$ cat config.mk
export PLATFORM = sky130hd
export DESIGN_NAME = record_log_unread_tracker
export DESIGN_NICKNAME = d
export VERILOG_FILES = /design/src/rlut_pkg.sv /design/src/rlut_mark_mem.sv /design/src/rlut_rec_mem.sv /design/src/rlut_seq.sv /design/src/record_log_unread_tracker.sv
export SDC_FILE = /design/constraint.sdc
export NUM_CORES = 2
export LEC_CHECK = 0
export BUFFER_PORTS_ARGS = -buffer_cell sky130_fd_sc_hd__buf_2
export CAP_MARGIN = 20
export CORE_ASPECT_RATIO = 0.6
export CORE_MARGIN = 2
export CORE_UTILIZATION = 30
export DETAILED_ROUTE_END_ITERATION = 7
export GPL_TIMING_DRIVEN = 0
export PLACE_DENSITY = 0.43
export SLEW_MARGIN = 20
export SYNTH_ARGS = -nofsm -noshare
export SYNTH_HDL_FRONTEND = slang
export SYNTH_SLANG_ARGS = --single-unit
$ cat constraint.sdc
create_clock -name clk -period 6.1 [get_ports clk]
set_clock_uncertainty 0.05 [all_clocks]
set_input_delay 1.22 -clock clk [delete_from_list [all_inputs] [get_ports clk]]
set_output_delay 1.22 -clock clk [all_outputs]
set_load 0.02 [all_outputs]
$ cat src/rlut_pkg.sv
// Shared types and constants for the record log unread tracker.
// Used by every module in src; depends on nothing.
`default_nettype none

package rlut_pkg;

    localparam int NUM_RECORDS_DEF = 32;

    localparam int OP_W     = 3;
    localparam int IDX_FLD_W = 5;
    localparam int COUNT_W  = 8;
    localparam int STAMP_W  = 32;
    localparam int STATUS_W = 8;
    localparam int FACTOR_W = 8;
    localparam int CFG_IDX_W  = 1;
    localparam int CFG_DATA_W = 8;

    localparam logic [OP_W-1:0] OP_ADD       = 3'd0;
    localparam logic [OP_W-1:0] OP_GET       = 3'd1;
    localparam logic [OP_W-1:0] OP_MARK_READ = 3'd2;
    localparam logic [OP_W-1:0] OP_MARK_UNRD = 3'd3;
    localparam logic [OP_W-1:0] OP_REWIND    = 3'd4;

    localparam logic [CFG_IDX_W-1:0] CFG_ALWAYS_CURRENT = 1'b0;
    localparam logic [CFG_IDX_W-1:0] CFG_FACTOR_TYPE    = 1'b1;

    typedef enum logic [1:0] {
        MARK_UNREAD = 2'd0,
        MARK_READ   = 2'd1,
        MARK_EMPTY  = 2'd2
    } mark_t;

    typedef struct packed {
        logic [STAMP_W-1:0]  stamp;
        logic [STATUS_W-1:0] status;
        logic [FACTOR_W-1:0] factor;
    } rec_t;

endpackage

`default_nettype wire

$ cat src/rlut_mark_mem.sv
// Read-mark memory: one write port, one registered read port.
// Per-entry written bits make never-written entries read as empty. Uses rlut_pkg.
`default_nettype none

module rlut_mark_mem
    import rlut_pkg::*;
#(
    parameter int NUM_RECORDS = NUM_RECORDS_DEF,
    parameter int IDX_W = $clog2(NUM_RECORDS)
) (
    input  wire logic             clk,
    input  wire logic             rst_n,
    input  wire logic             wr_en,
    input  wire logic [IDX_W-1:0] wr_addr,
    input  wire mark_t            wr_mark,
    input  wire logic [IDX_W-1:0] rd_addr,
    output mark_t                 rd_mark
);

    mark_t                  mark_mem [NUM_RECORDS];
    logic [NUM_RECORDS-1:0] written_reg;
    mark_t                  mark_q_reg;
    logic                   written_q_reg;

    always_ff @(posedge clk)
    begin
        if (wr_en)
        begin
            mark_mem[wr_addr] <= wr_mark;
        end
        mark_q_reg <= mark_mem[rd_addr];
    end

    always_ff @(posedge clk or negedge rst_n)
    begin
        if (!rst_n)
        begin
            written_reg   <= '0;
            written_q_reg <= 1'b0;
        end
        else
        begin
            if (wr_en)
            begin
                written_reg[wr_addr] <= 1'b1;
            end
            written_q_reg <= written_reg[rd_addr];
        end
    end

    assign rd_mark = written_q_reg ? mark_q_reg : MARK_EMPTY;

endmodule

`default_nettype wire

$ cat src/rlut_rec_mem.sv
// Record store (timestamp, alarm status, factor type) with a registered read.
// No reset: entries are undefined until written. Uses rlut_pkg.
`default_nettype none

module rlut_rec_mem
    import rlut_pkg::*;
#(
    parameter int NUM_RECORDS = NUM_RECORDS_DEF,
    parameter int IDX_W = $clog2(NUM_RECORDS)
) (
    input  wire logic             clk,
    input  wire logic             wr_en,
    input  wire logic [IDX_W-1:0] wr_addr,
    input  wire rec_t             wr_rec,
    input  wire logic [IDX_W-1:0] rd_addr,
    output rec_t                  rd_rec
);

    rec_t rec_mem [NUM_RECORDS];
    rec_t rd_rec_reg;

    always_ff @(posedge clk)
    begin
        if (wr_en)
        begin
            rec_mem[wr_addr] <= wr_rec;
        end
        rd_rec_reg <= rec_mem[rd_addr];
    end

    assign rd_rec = rd_rec_reg;

endmodule

`default_nettype wire

$ cat src/rlut_seq.sv
// Sequencer: takes one request at a time and walks the mark memory one entry
// per cycle for scans and rewinds. Drives both memories. Uses rlut_pkg.
`default_nettype none

module rlut_seq
    import rlut_pkg::*;
#(
    parameter int NUM_RECORDS = NUM_RECORDS_DEF,
    parameter int IDX_W = $clog2(NUM_RECORDS)
) (
    input  wire logic                 clk,
    input  wire logic                 rst_n,
    // configuration
    input  wire logic                 always_current,
    input  wire logic [FACTOR_W-1:0]  factor_type,
    // request channel
    input  wire logic                 in_valid,
    output logic                      in_stall,
    input  wire logic [OP_W-1:0]      op,
    input  wire logic [IDX_FLD_W-1:0] entry_index,
    input  wire logic                 use_current,
    input  wire logic [COUNT_W-1:0]   rewind_count,
    input  wire logic [STAMP_W-1:0]   timestamp,
    input  wire logic [STATUS_W-1:0]  alarm_status,
    // result channel
    output logic                      out_valid,
    input  wire logic                 out_stall,
    output logic                      found,
    output logic [IDX_FLD_W-1:0]      found_index,
    output logic [STAMP_W-1:0]        rec_timestamp,
    output logic [STATUS_W-1:0]       rec_status,
    output logic [FACTOR_W-1:0]       rec_factor,
    // mark memory
    output logic                      mark_wr_en,
    output logic [IDX_W-1:0]          mark_wr_addr,
    output mark_t                     mark_wr_mark,
    output logic [IDX_W-1:0]          mark_rd_addr,
    input  wire mark_t                mark_rd,
    // record memory
    output logic                      rec_wr_en,
    output logic [IDX_W-1:0]          rec_wr_addr,
    output rec_t                      rec_wr_rec,
    output logic [IDX_W-1:0]          rec_rd_addr,
    input  wire rec_t                 rec_rd
);

    // one bit above the widest index so NUM_RECORDS itself fits in a compare
    localparam int CMP_W = (IDX_W > IDX_FLD_W) ? IDX_W + 1 : IDX_FLD_W + 1;

    typedef enum logic [3:0] {
        S_IDLE,
        S_ADD,
        S_MARK,
        S_REWIND,
        S_GET_CUR,
        S_GET_CHK,
        S_SCAN,
        S_FETCH,
        S_LOAD,
        S_DONE
    } state_t;

    state_t                state_reg, state_next;
    logic [IDX_W-1:0]      wp_reg, wp_next;
    logic [OP_W-1:0]       op_reg, op_next;
    logic [IDX_FLD_W-1:0]  entry_reg, entry_next;
    logic                  use_cur_reg, use_cur_next;
    logic [STAMP_W-1:0]    stamp_reg, stamp_next;
    logic [STATUS_W-1:0]   status_reg, status_next;
    logic [COUNT_W-1:0]    rw_left_reg, rw_left_next;
    logic [IDX_W-1:0]      rw_idx_reg, rw_idx_next;
    logic [IDX_W-1:0]      scan_idx_reg, scan_idx_next;
    logic [IDX_W-1:0]      chk_idx_reg, chk_idx_next;
    logic                  chk_vld_reg, chk_vld_next;
    logic [IDX_W-1:0]      k_reg, k_next;
    logic                  found_reg, found_next;
    logic [IDX_FLD_W-1:0]  found_idx_reg, found_idx_next;
    rec_t                  rec_reg, rec_next;

    logic [IDX_W-1:0]      wp_inc;
    logic [CMP_W-1:0]      target_ext;
    logic [CMP_W-1:0]      k_ext;
    logic                  accept;

    assign accept   = in_valid && !in_stall;
    assign in_stall = (state_reg != S_IDLE);
    assign wp_inc   = (wp_reg == IDX_W'(NUM_RECORDS - 1)) ? '0 : wp_reg + IDX_W'(1);
    assign target_ext = use_cur_reg ? CMP_W'(wp_reg) : CMP_W'(entry_reg);
    assign k_ext    = CMP_W'(k_reg);

    assign rec_rd_addr = k_reg;
    assign rec_wr_addr = wp_inc;
    assign rec_wr_rec  = '{stamp: stamp_reg, status: status_reg, factor: factor_type};
    assign rec_wr_en   = (state_reg == S_ADD);

    always_comb
    begin
        mark_wr_en   = 1'b0;
        mark_wr_addr = wp_inc;
        mark_wr_mark = MARK_UNREAD;
        mark_rd_addr = wp_reg;
        case (state_reg)
            S_ADD:
            begin
                mark_wr_en = 1'b1;
            end
            S_MARK:
            begin
                mark_wr_en   = (op_reg == OP_MARK_READ || op_reg == OP_MARK_UNRD)
                               && (target_ext < CMP_W'(NUM_RECORDS));
                mark_wr_addr = target_ext[IDX_W-1:0];
                mark_wr_mark = (op_reg == OP_MARK_READ) ? MARK_READ : MARK_UNREAD;
            end
            S_REWIND:
            begin
                mark_wr_en   = (rw_left_reg != '0) && (rw_idx_reg != '0);
                mark_wr_addr = rw_idx_reg - IDX_W'(1);
            end
            S_SCAN:
            begin
                mark_rd_addr = scan_idx_reg;
            end
            default:
            begin
            end
        endcase
    end

    always_comb
    begin
        state_next     = state_reg;
        wp_next        = wp_reg;
        op_next        = op_reg;
        entry_next     = entry_reg;
        use_cur_next   = use_cur_reg;
        stamp_next     = stamp_reg;
        status_next    = status_reg;
        rw_left_next   = rw_left_reg;
        rw_idx_next    = rw_idx_reg;
        scan_idx_next  = scan_idx_reg;
        chk_idx_next   = chk_idx_reg;
        chk_vld_next   = chk_vld_reg;
        k_next         = k_reg;
        found_next     = found_reg;
        found_idx_next = found_idx_reg;
        rec_next       = rec_reg;
        case (state_reg)
            S_IDLE:
            begin
                if (accept)
                begin
                    op_next        = op;
                    entry_next     = entry_index;
                    use_cur_next   = use_current;
                    stamp_next     = timestamp;
                    status_next    = alarm_status;
                    rw_left_next   = rewind_count;
                    rw_idx_next    = wp_reg;
                    found_next     = 1'b0;
                    found_idx_next = '0;
                    rec_next       = '0;
                    case (op)
                        OP_ADD:       state_next = S_ADD;
                        OP_MARK_READ: state_next = S_MARK;
                        OP_MARK_UNRD: state_next = S_MARK;
                        OP_REWIND:    state_next = S_REWIND;
                        OP_GET:
                        begin
                            if (always_current)
                            begin
                                k_next     = wp_reg;
                                state_next = S_FETCH;
                            end
                            else
                            begin
                                state_next = S_GET_CUR;
                            end
                        end
                        default:      state_next = S_DONE;
                    endcase
                end
            end
            S_ADD:
            begin
                wp_next    = wp_inc;
                state_next = S_DONE;
            end
            S_MARK:
            begin
                state_next = S_DONE;
            end
            S_REWIND:
            begin
                // marks entries just below the write position, stopping at index 0
                if ((rw_left_reg == '0) || (rw_idx_reg == '0))
                begin
                    state_next = S_DONE;
                end
                else
                begin
                    rw_left_next = rw_left_reg - COUNT_W'(1);
                    rw_idx_next  = rw_idx_reg - IDX_W'(1);
                end
            end
            S_GET_CUR:
            begin
                state_next = S_GET_CHK;
            end
            S_GET_CHK:
            begin
                if (mark_rd == MARK_UNREAD)
                begin
                    k_next     = wp_reg;
                    state_next = S_FETCH;
                end
                else
                begin
                    scan_idx_next = '0;
                    chk_vld_next  = 1'b0;
                    state_next    = S_SCAN;
                end
            end
            S_SCAN:
            begin
                // read one entry per cycle, check the previous one
                if (chk_vld_reg && (mark_rd == MARK_UNREAD))
                begin
                    k_next     = chk_idx_reg;
                    state_next = S_FETCH;
                end
                else if (chk_vld_reg && (chk_idx_reg == IDX_W'(NUM_RECORDS - 1)))
                begin
                    state_next = S_DONE;
                end
                else
                begin
                    chk_idx_next  = scan_idx_reg;
                    chk_vld_next  = 1'b1;
                    scan_idx_next = scan_idx_reg + IDX_W'(1);
                end
            end
            S_FETCH:
            begin
                state_next = S_LOAD;
            end
            S_LOAD:
            begin
                found_next     = 1'b1;
                found_idx_next = k_ext[IDX_FLD_W-1:0];
                rec_next       = rec_rd;
                state_next     = S_DONE;
            end
            S_DONE:
            begin
                if (!out_stall)
                begin
                    state_next = S_IDLE;
                end
            end
            default:
            begin
                state_next = S_IDLE;
            end
        endcase
    end

    always_ff @(posedge clk or negedge rst_n)
    begin
        if (!rst_n)
        begin
            state_reg <= S_IDLE;
            wp_reg    <= '0;
        end
        else
        begin
            state_reg <= state_next;
            wp_reg    <= wp_next;
        end
    end

    always_ff @(posedge clk)
    begin
        op_reg        <= op_next;
        entry_reg     <= entry_next;
        use_cur_reg   <= use_cur_next;
        stamp_reg     <= stamp_next;
        status_reg    <= status_next;
        rw_left_reg   <= rw_left_next;
        rw_idx_reg    <= rw_idx_next;
        scan_idx_reg  <= scan_idx_next;
        chk_idx_reg   <= chk_idx_next;
        chk_vld_reg   <= chk_vld_next;
        k_reg         <= k_next;
        found_reg     <= found_next;
        found_idx_reg <= found_idx_next;
        rec_reg       <= rec_next;
    end

    assign out_valid     = (state_reg == S_DONE);
    assign found         = found_reg;
    assign found_index   = found_idx_reg;
    assign rec_timestamp = rec_reg.stamp;
    assign rec_status    = rec_reg.status;
    assign rec_factor    = rec_reg.factor;

endmodule

`default_nettype wire

$ cat src/record_log_unread_tracker.sv
// Record log unread tracker. One request at a time; rewind marks min(rewind_count,
// write position) entries unread. Get-unread checks the current entry first (takes it
// directly with always_current) and on a miss scans from entry 0, one mark-memory
// read per cycle.
// The next request is taken the cycle after the result is accepted.
// Reset (async, active low): write position 0, every mark empty, config cleared.
`default_nettype none

module record_log_unread_tracker
    import rlut_pkg::*;
#(
    parameter int NUM_RECORDS = NUM_RECORDS_DEF
) (
    input  wire logic                  clk,
    input  wire logic                  rst_n,
    input  wire logic                  cfg_wr_en,
    input  wire logic [CFG_IDX_W-1:0]  cfg_addr,
    input  wire logic [CFG_DATA_W-1:0] cfg_wdata,
    input  wire logic                  in_valid,
    output logic                       in_stall,
    input  wire logic [OP_W-1:0]       op,
    input  wire logic [IDX_FLD_W-1:0]  entry_index,
    input  wire logic                  use_current,
    input  wire logic [COUNT_W-1:0]    rewind_count,
    input  wire logic [STAMP_W-1:0]    timestamp,
    input  wire logic [STATUS_W-1:0]   alarm_status,
    output logic                       out_valid,
    input  wire logic                  out_stall,
    output logic                       found,
    output logic [IDX_FLD_W-1:0]       found_index,
    output logic [STAMP_W-1:0]         rec_timestamp,
    output logic [STATUS_W-1:0]        rec_status,
    output logic [FACTOR_W-1:0]        rec_factor
);

    localparam int IDX_W = $clog2(NUM_RECORDS);

    logic                always_cur_reg;
    logic [FACTOR_W-1:0] factor_reg;

    logic             mark_wr_en;
    logic [IDX_W-1:0] mark_wr_addr;
    mark_t            mark_wr_mark;
    logic [IDX_W-1:0] mark_rd_addr;
    mark_t            mark_rd;
    logic             rec_wr_en;
    logic [IDX_W-1:0] rec_wr_addr;
    rec_t             rec_wr_rec;
    logic [IDX_W-1:0] rec_rd_addr;
    rec_t             rec_rd;

    always_ff @(posedge clk or negedge rst_n)
    begin
        if (!rst_n)
        begin
            always_cur_reg <= 1'b0;
            factor_reg     <= '0;
        end
        else if (cfg_wr_en)
        begin
            case (cfg_addr)
                CFG_ALWAYS_CURRENT: always_cur_reg <= cfg_wdata[0];
                CFG_FACTOR_TYPE:    factor_reg     <= cfg_wdata[FACTOR_W-1:0];
                default:
                begin
                end
            endcase
        end
    end

    rlut_mark_mem #(
        .NUM_RECORDS (NUM_RECORDS),
        .IDX_W       (IDX_W)
    ) u_mark_mem (
        .clk     (clk),
        .rst_n   (rst_n),
        .wr_en   (mark_wr_en),
        .wr_addr (mark_wr_addr),
        .wr_mark (mark_wr_mark),
        .rd_addr (mark_rd_addr),
        .rd_mark (mark_rd)
    );

    rlut_rec_mem #(
        .NUM_RECORDS (NUM_RECORDS),
        .IDX_W       (IDX_W)
    ) u_rec_mem (
        .clk     (clk),
        .wr_en   (rec_wr_en),
        .wr_addr (rec_wr_addr),
        .wr_rec  (rec_wr_rec),
        .rd_addr (rec_rd_addr),
        .rd_rec  (rec_rd)
    );

    rlut_seq #(
        .NUM_RECORDS (NUM_RECORDS),
        .IDX_W       (IDX_W)
    ) u_seq (
        .clk            (clk),
        .rst_n          (rst_n),
        .always_current (always_cur_reg),
        .factor_type    (factor_reg),
        .in_valid       (in_valid),
        .in_stall       (in_stall),
        .op             (op),
        .entry_index    (entry_index),
        .use_current    (use_current),
        .rewind_count   (rewind_count),
        .timestamp      (timestamp),
        .alarm_status   (alarm_status),
        .out_valid      (out_valid),
        .out_stall      (out_stall),
        .found          (found),
        .found_index    (found_index),
        .rec_timestamp  (rec_timestamp),
        .rec_status     (rec_status),
        .rec_factor     (rec_factor),
        .mark_wr_en     (mark_wr_en),
        .mark_wr_addr   (mark_wr_addr),
        .mark_wr_mark   (mark_wr_mark),
        .mark_rd_addr   (mark_rd_addr),
        .mark_rd        (mark_rd),
        .rec_wr_en      (rec_wr_en),
        .rec_wr_addr    (rec_wr_addr),
        .rec_wr_rec     (rec_wr_rec),
        .rec_rd_addr    (rec_rd_addr),
        .rec_rd         (rec_rd)
    );

endmodule

`default_nettype wire

==> reports/qor.yml <==
run_status:
  status: "complete, no violations"
floorplan:
  dieArea_um2: 232000
  rows: 135
  die_w_um: 620.6
  initial_core_util_pct: 30.25
  die_h_um: 373.9
  ios: 127
  core-area_um2: 226200
placed_design:
  routabilityCongestion: 0.7588
  placed_cell_area_um2: 75900
  port_buffers: 126
  dp_hpwl_mm: 134.4
critical_path:
  worstPathMaxFanout: 10
  worstSetupPathType: "reg2reg"
  critPathLaunchType: "register"
  crit_arrival_ns: 4.84
  cp-end-kind: "register"
  max_stage_delay_ns: 0.92
  path_cells: "clkbuf_1 > clkbuf_1 > buf_1 > mux4_2 > mux4_2 > mux2_2"
  crit_path_top_delay_cell: "buf_1"
  required_ns: 6.75
sta:
  fmax_ghz: 0.2386
  slew_viol_final: 0
  rsz0062_at_grt: "false"
  slew_headroom_pct: 19.10
  setup_violations: 0
  worstMarginPinSlew_ns: 1.213
  min_period_over_period_pct: 68.70
  hold_slack_ns: 0.4212
  hold_viol_final: 0
  min_period_ns: 4.191
grt:
  antenna_found_initial: 15
  grt_usage_pct: 17.11
  grt_max_degree: 52
  grt_pass1_vias: 33070
  grt_pass1_wl_mm: 275.0
  overflow: 0
power:
  vdd_drop_max_v: 0.0002717
  power_mw: 31.13
  leakagePower_nw: 25.97
  powerDensity_nw_per_um2: 379.5
clock_network:
  numCtsBuffers: 185
  hold_buffers: 0
  post_cts_buffers: 0
  cts.sinks: 1800
  post_cts_resized: 0
  clk_path_buf_depth: 4
  root_buffer: "clkbuf_16"
  path_clk_slew_ns: 0.07
  cts_max_level: 4
  clock_latency_ns: 0.84
  tritoncts: "built"
detailed_routing:
  routed_wl_mm: 199.6
  met3WireLength_mm: 14.39
  drtAntennaViolNets: 0
  wire_per_inst_um: 30.16
  top_layer_used: "met5"
  vias: 33160
  firstDrtPassIters: 7
  dr_wl_met2_mm: 85.39
  wl_met1_mm: 95.67
  drtIter0Drc: 3680
  drc: 0
  vias_per_cell: 5.011
synthesis:
  syn_nets: 3079
  synthTopCellsByArea: "edfxtp_1 75%, mux4_2 16%, dfrtp_1 1.9%, dfxtp_1 1.4%, mux2_2 1.0%"
  synth_ff_type: "edfxtp_1"
  synth.most_common_cell: "edfxtp_1"
  ys_ff_latch: 1800
  synthCells: 2998
  syn-cell-area_um2: 68430
  synth_top_area_share_pct: 74.60
  yosys.area.top_type: "edfxtp_1"
  ys_warn_count: 0
  synth_commonest_cells: "1700 x edfxtp_1, 482 x mux4_2, 89 x nand2_1, 89 x nor2_1, 85 x clkbuf_1"
  syn_area_per_cell_um2: 22.82
  synthArstFlopShare_pct: 2.833
  synth.distinct_cells: 64
  synth_edf_count: 1700
  ys_seq_area_share_pct: 77.90
min_path:
  hold_path.class: "in2async"
finish:
  syn_to_final_growth_pct: 19.87
  layout.nets: 3536
  largest_reg_flops: 1536
  nFillCells: 20510
  final_area_um2: 82020
  drive_gt1_share_pct: 33.91
run:
  max_cap_viol_count: 0
-- critical path, delay by kind of cell, from the launching register on --
family                 cells  cell delay [ns]
buffers and inverters      3             2.43
flip-flops                 1             0.32
multiplexers               3             1.22
-- report_power, final --
part	internal, mW	switching [mW]	total, mW
logic	1.55	2.97	4.51
clock network	6.26	4.85	11.1
registers	14.9	0.579	15.5
-- cell usage in the layout, fill, tap and decap left out, types with 6 or more instances in the layout --
master,Yosys,layout
bufinv_16,0,12
and2_1,54,54
nand3_1,22,22
a31oi_1,12,12
clkbuf_8,0,11
buf_4,1,6
buf_12,0,59
inv_1,15,14
xnor2_1,8,8
a32oi_1,8,8
nand2b_1,7,6
mux2_2,62,62
clkinv_2,0,32
nor2_4,2,34
mux2i_1,19,19
o21bai_1,16,16
buf_2,54,182
edfxtp_1,1700,1700
ha_1,10,10
clkinvlp_4,0,7
nor3_1,13,11
clkbuf_1,85,113
nor2_1,89,57
mux4_2,482,482
buf_16,0,56
dfrtp_1,51,46
nor4_1,8,8
a21oi_1,21,21
dfxtp_1,49,49
clkbuf_2,0,21
o21ai_0,25,24
clkbuf_16,0,186
nor2b_1,7,7
buf_8,0,23
nand2_1,89,89
or2_2,15,15
inv_6,0,8
clkinv_1,0,27
-- cells by family after synthesis --
| kind of cell | count (synthesis) | share of synthesized area [%] |
|---|---|---|
| buf+inv | 167 | 1.042 |
| simple gates | 337 | 2.459 |
| compound gates | 107 | 1.064 |
| flops | 1800 | 77.90 |
| xor+xnor | 13 | 0.1664 |
| mux | 564 | 17.18 |
| fa+ha+maj | 10 | 0.1829 |
-- through the flow --
step	cells	TNS (ns)	utilization, %	worst slack (ns)
after global placement	6138	-3610.25	32.20	-2.634
after detailed placement	6260	0	33.56	1.888
after floorplan	2998	0	-	1.919
after CTS	6593	0	36.11	1.861
after global routing	6616	0	36.26	1.781
final	6618	0	36.27	1.909
-- layout make-up --
class	instances	area, um^2	share of cell area [%]
diodes	3	7.507	0.009152
plain buffers	151	683.2	0.8329
clock buffers	245	4986	6.079
clock inverters	88	780.7	0.9518
inverters	16	65.06	0.07932
multi-input cells	1031	14670	17.88
flip-flops and latches	1800	53310	65.00
well taps	3014	3771	4.598
repair buffers	270	3754	4.576
-- routing by layer --
layer  track usage (%)  vias to the layer above
li1                  -                    13530
met1             26.59                    18240
met2             24.36                     1152
met3             3.631                      231
met4             3.750                        2
met5                 0                        -
-- worst paths after layout --
path	cells after the start	startpoint	end	slack, ns
setup / recovery	6	u_seq.rec_rd_addr[1]	u_rec_mem.rd_rec[29]	1.91
min in group clk	1	u_mark_mem.written_reg[26]	u_mark_mem.written_reg[26]	0.42
hold / removal	1	rst_n	u_mark_mem.written_reg[22]	0.42
hold reg to reg	1	u_mark_mem.written_reg[26]	u_mark_mem.written_reg[26]	0.42
max in group asynchronous	1	rst_n	factor_reg[5]	4.99
setup reg to reg	6	u_seq.rec_rd_addr[1]	u_rec_mem.rd_rec[29]	1.91
Power figures use the tool's default switching activity.
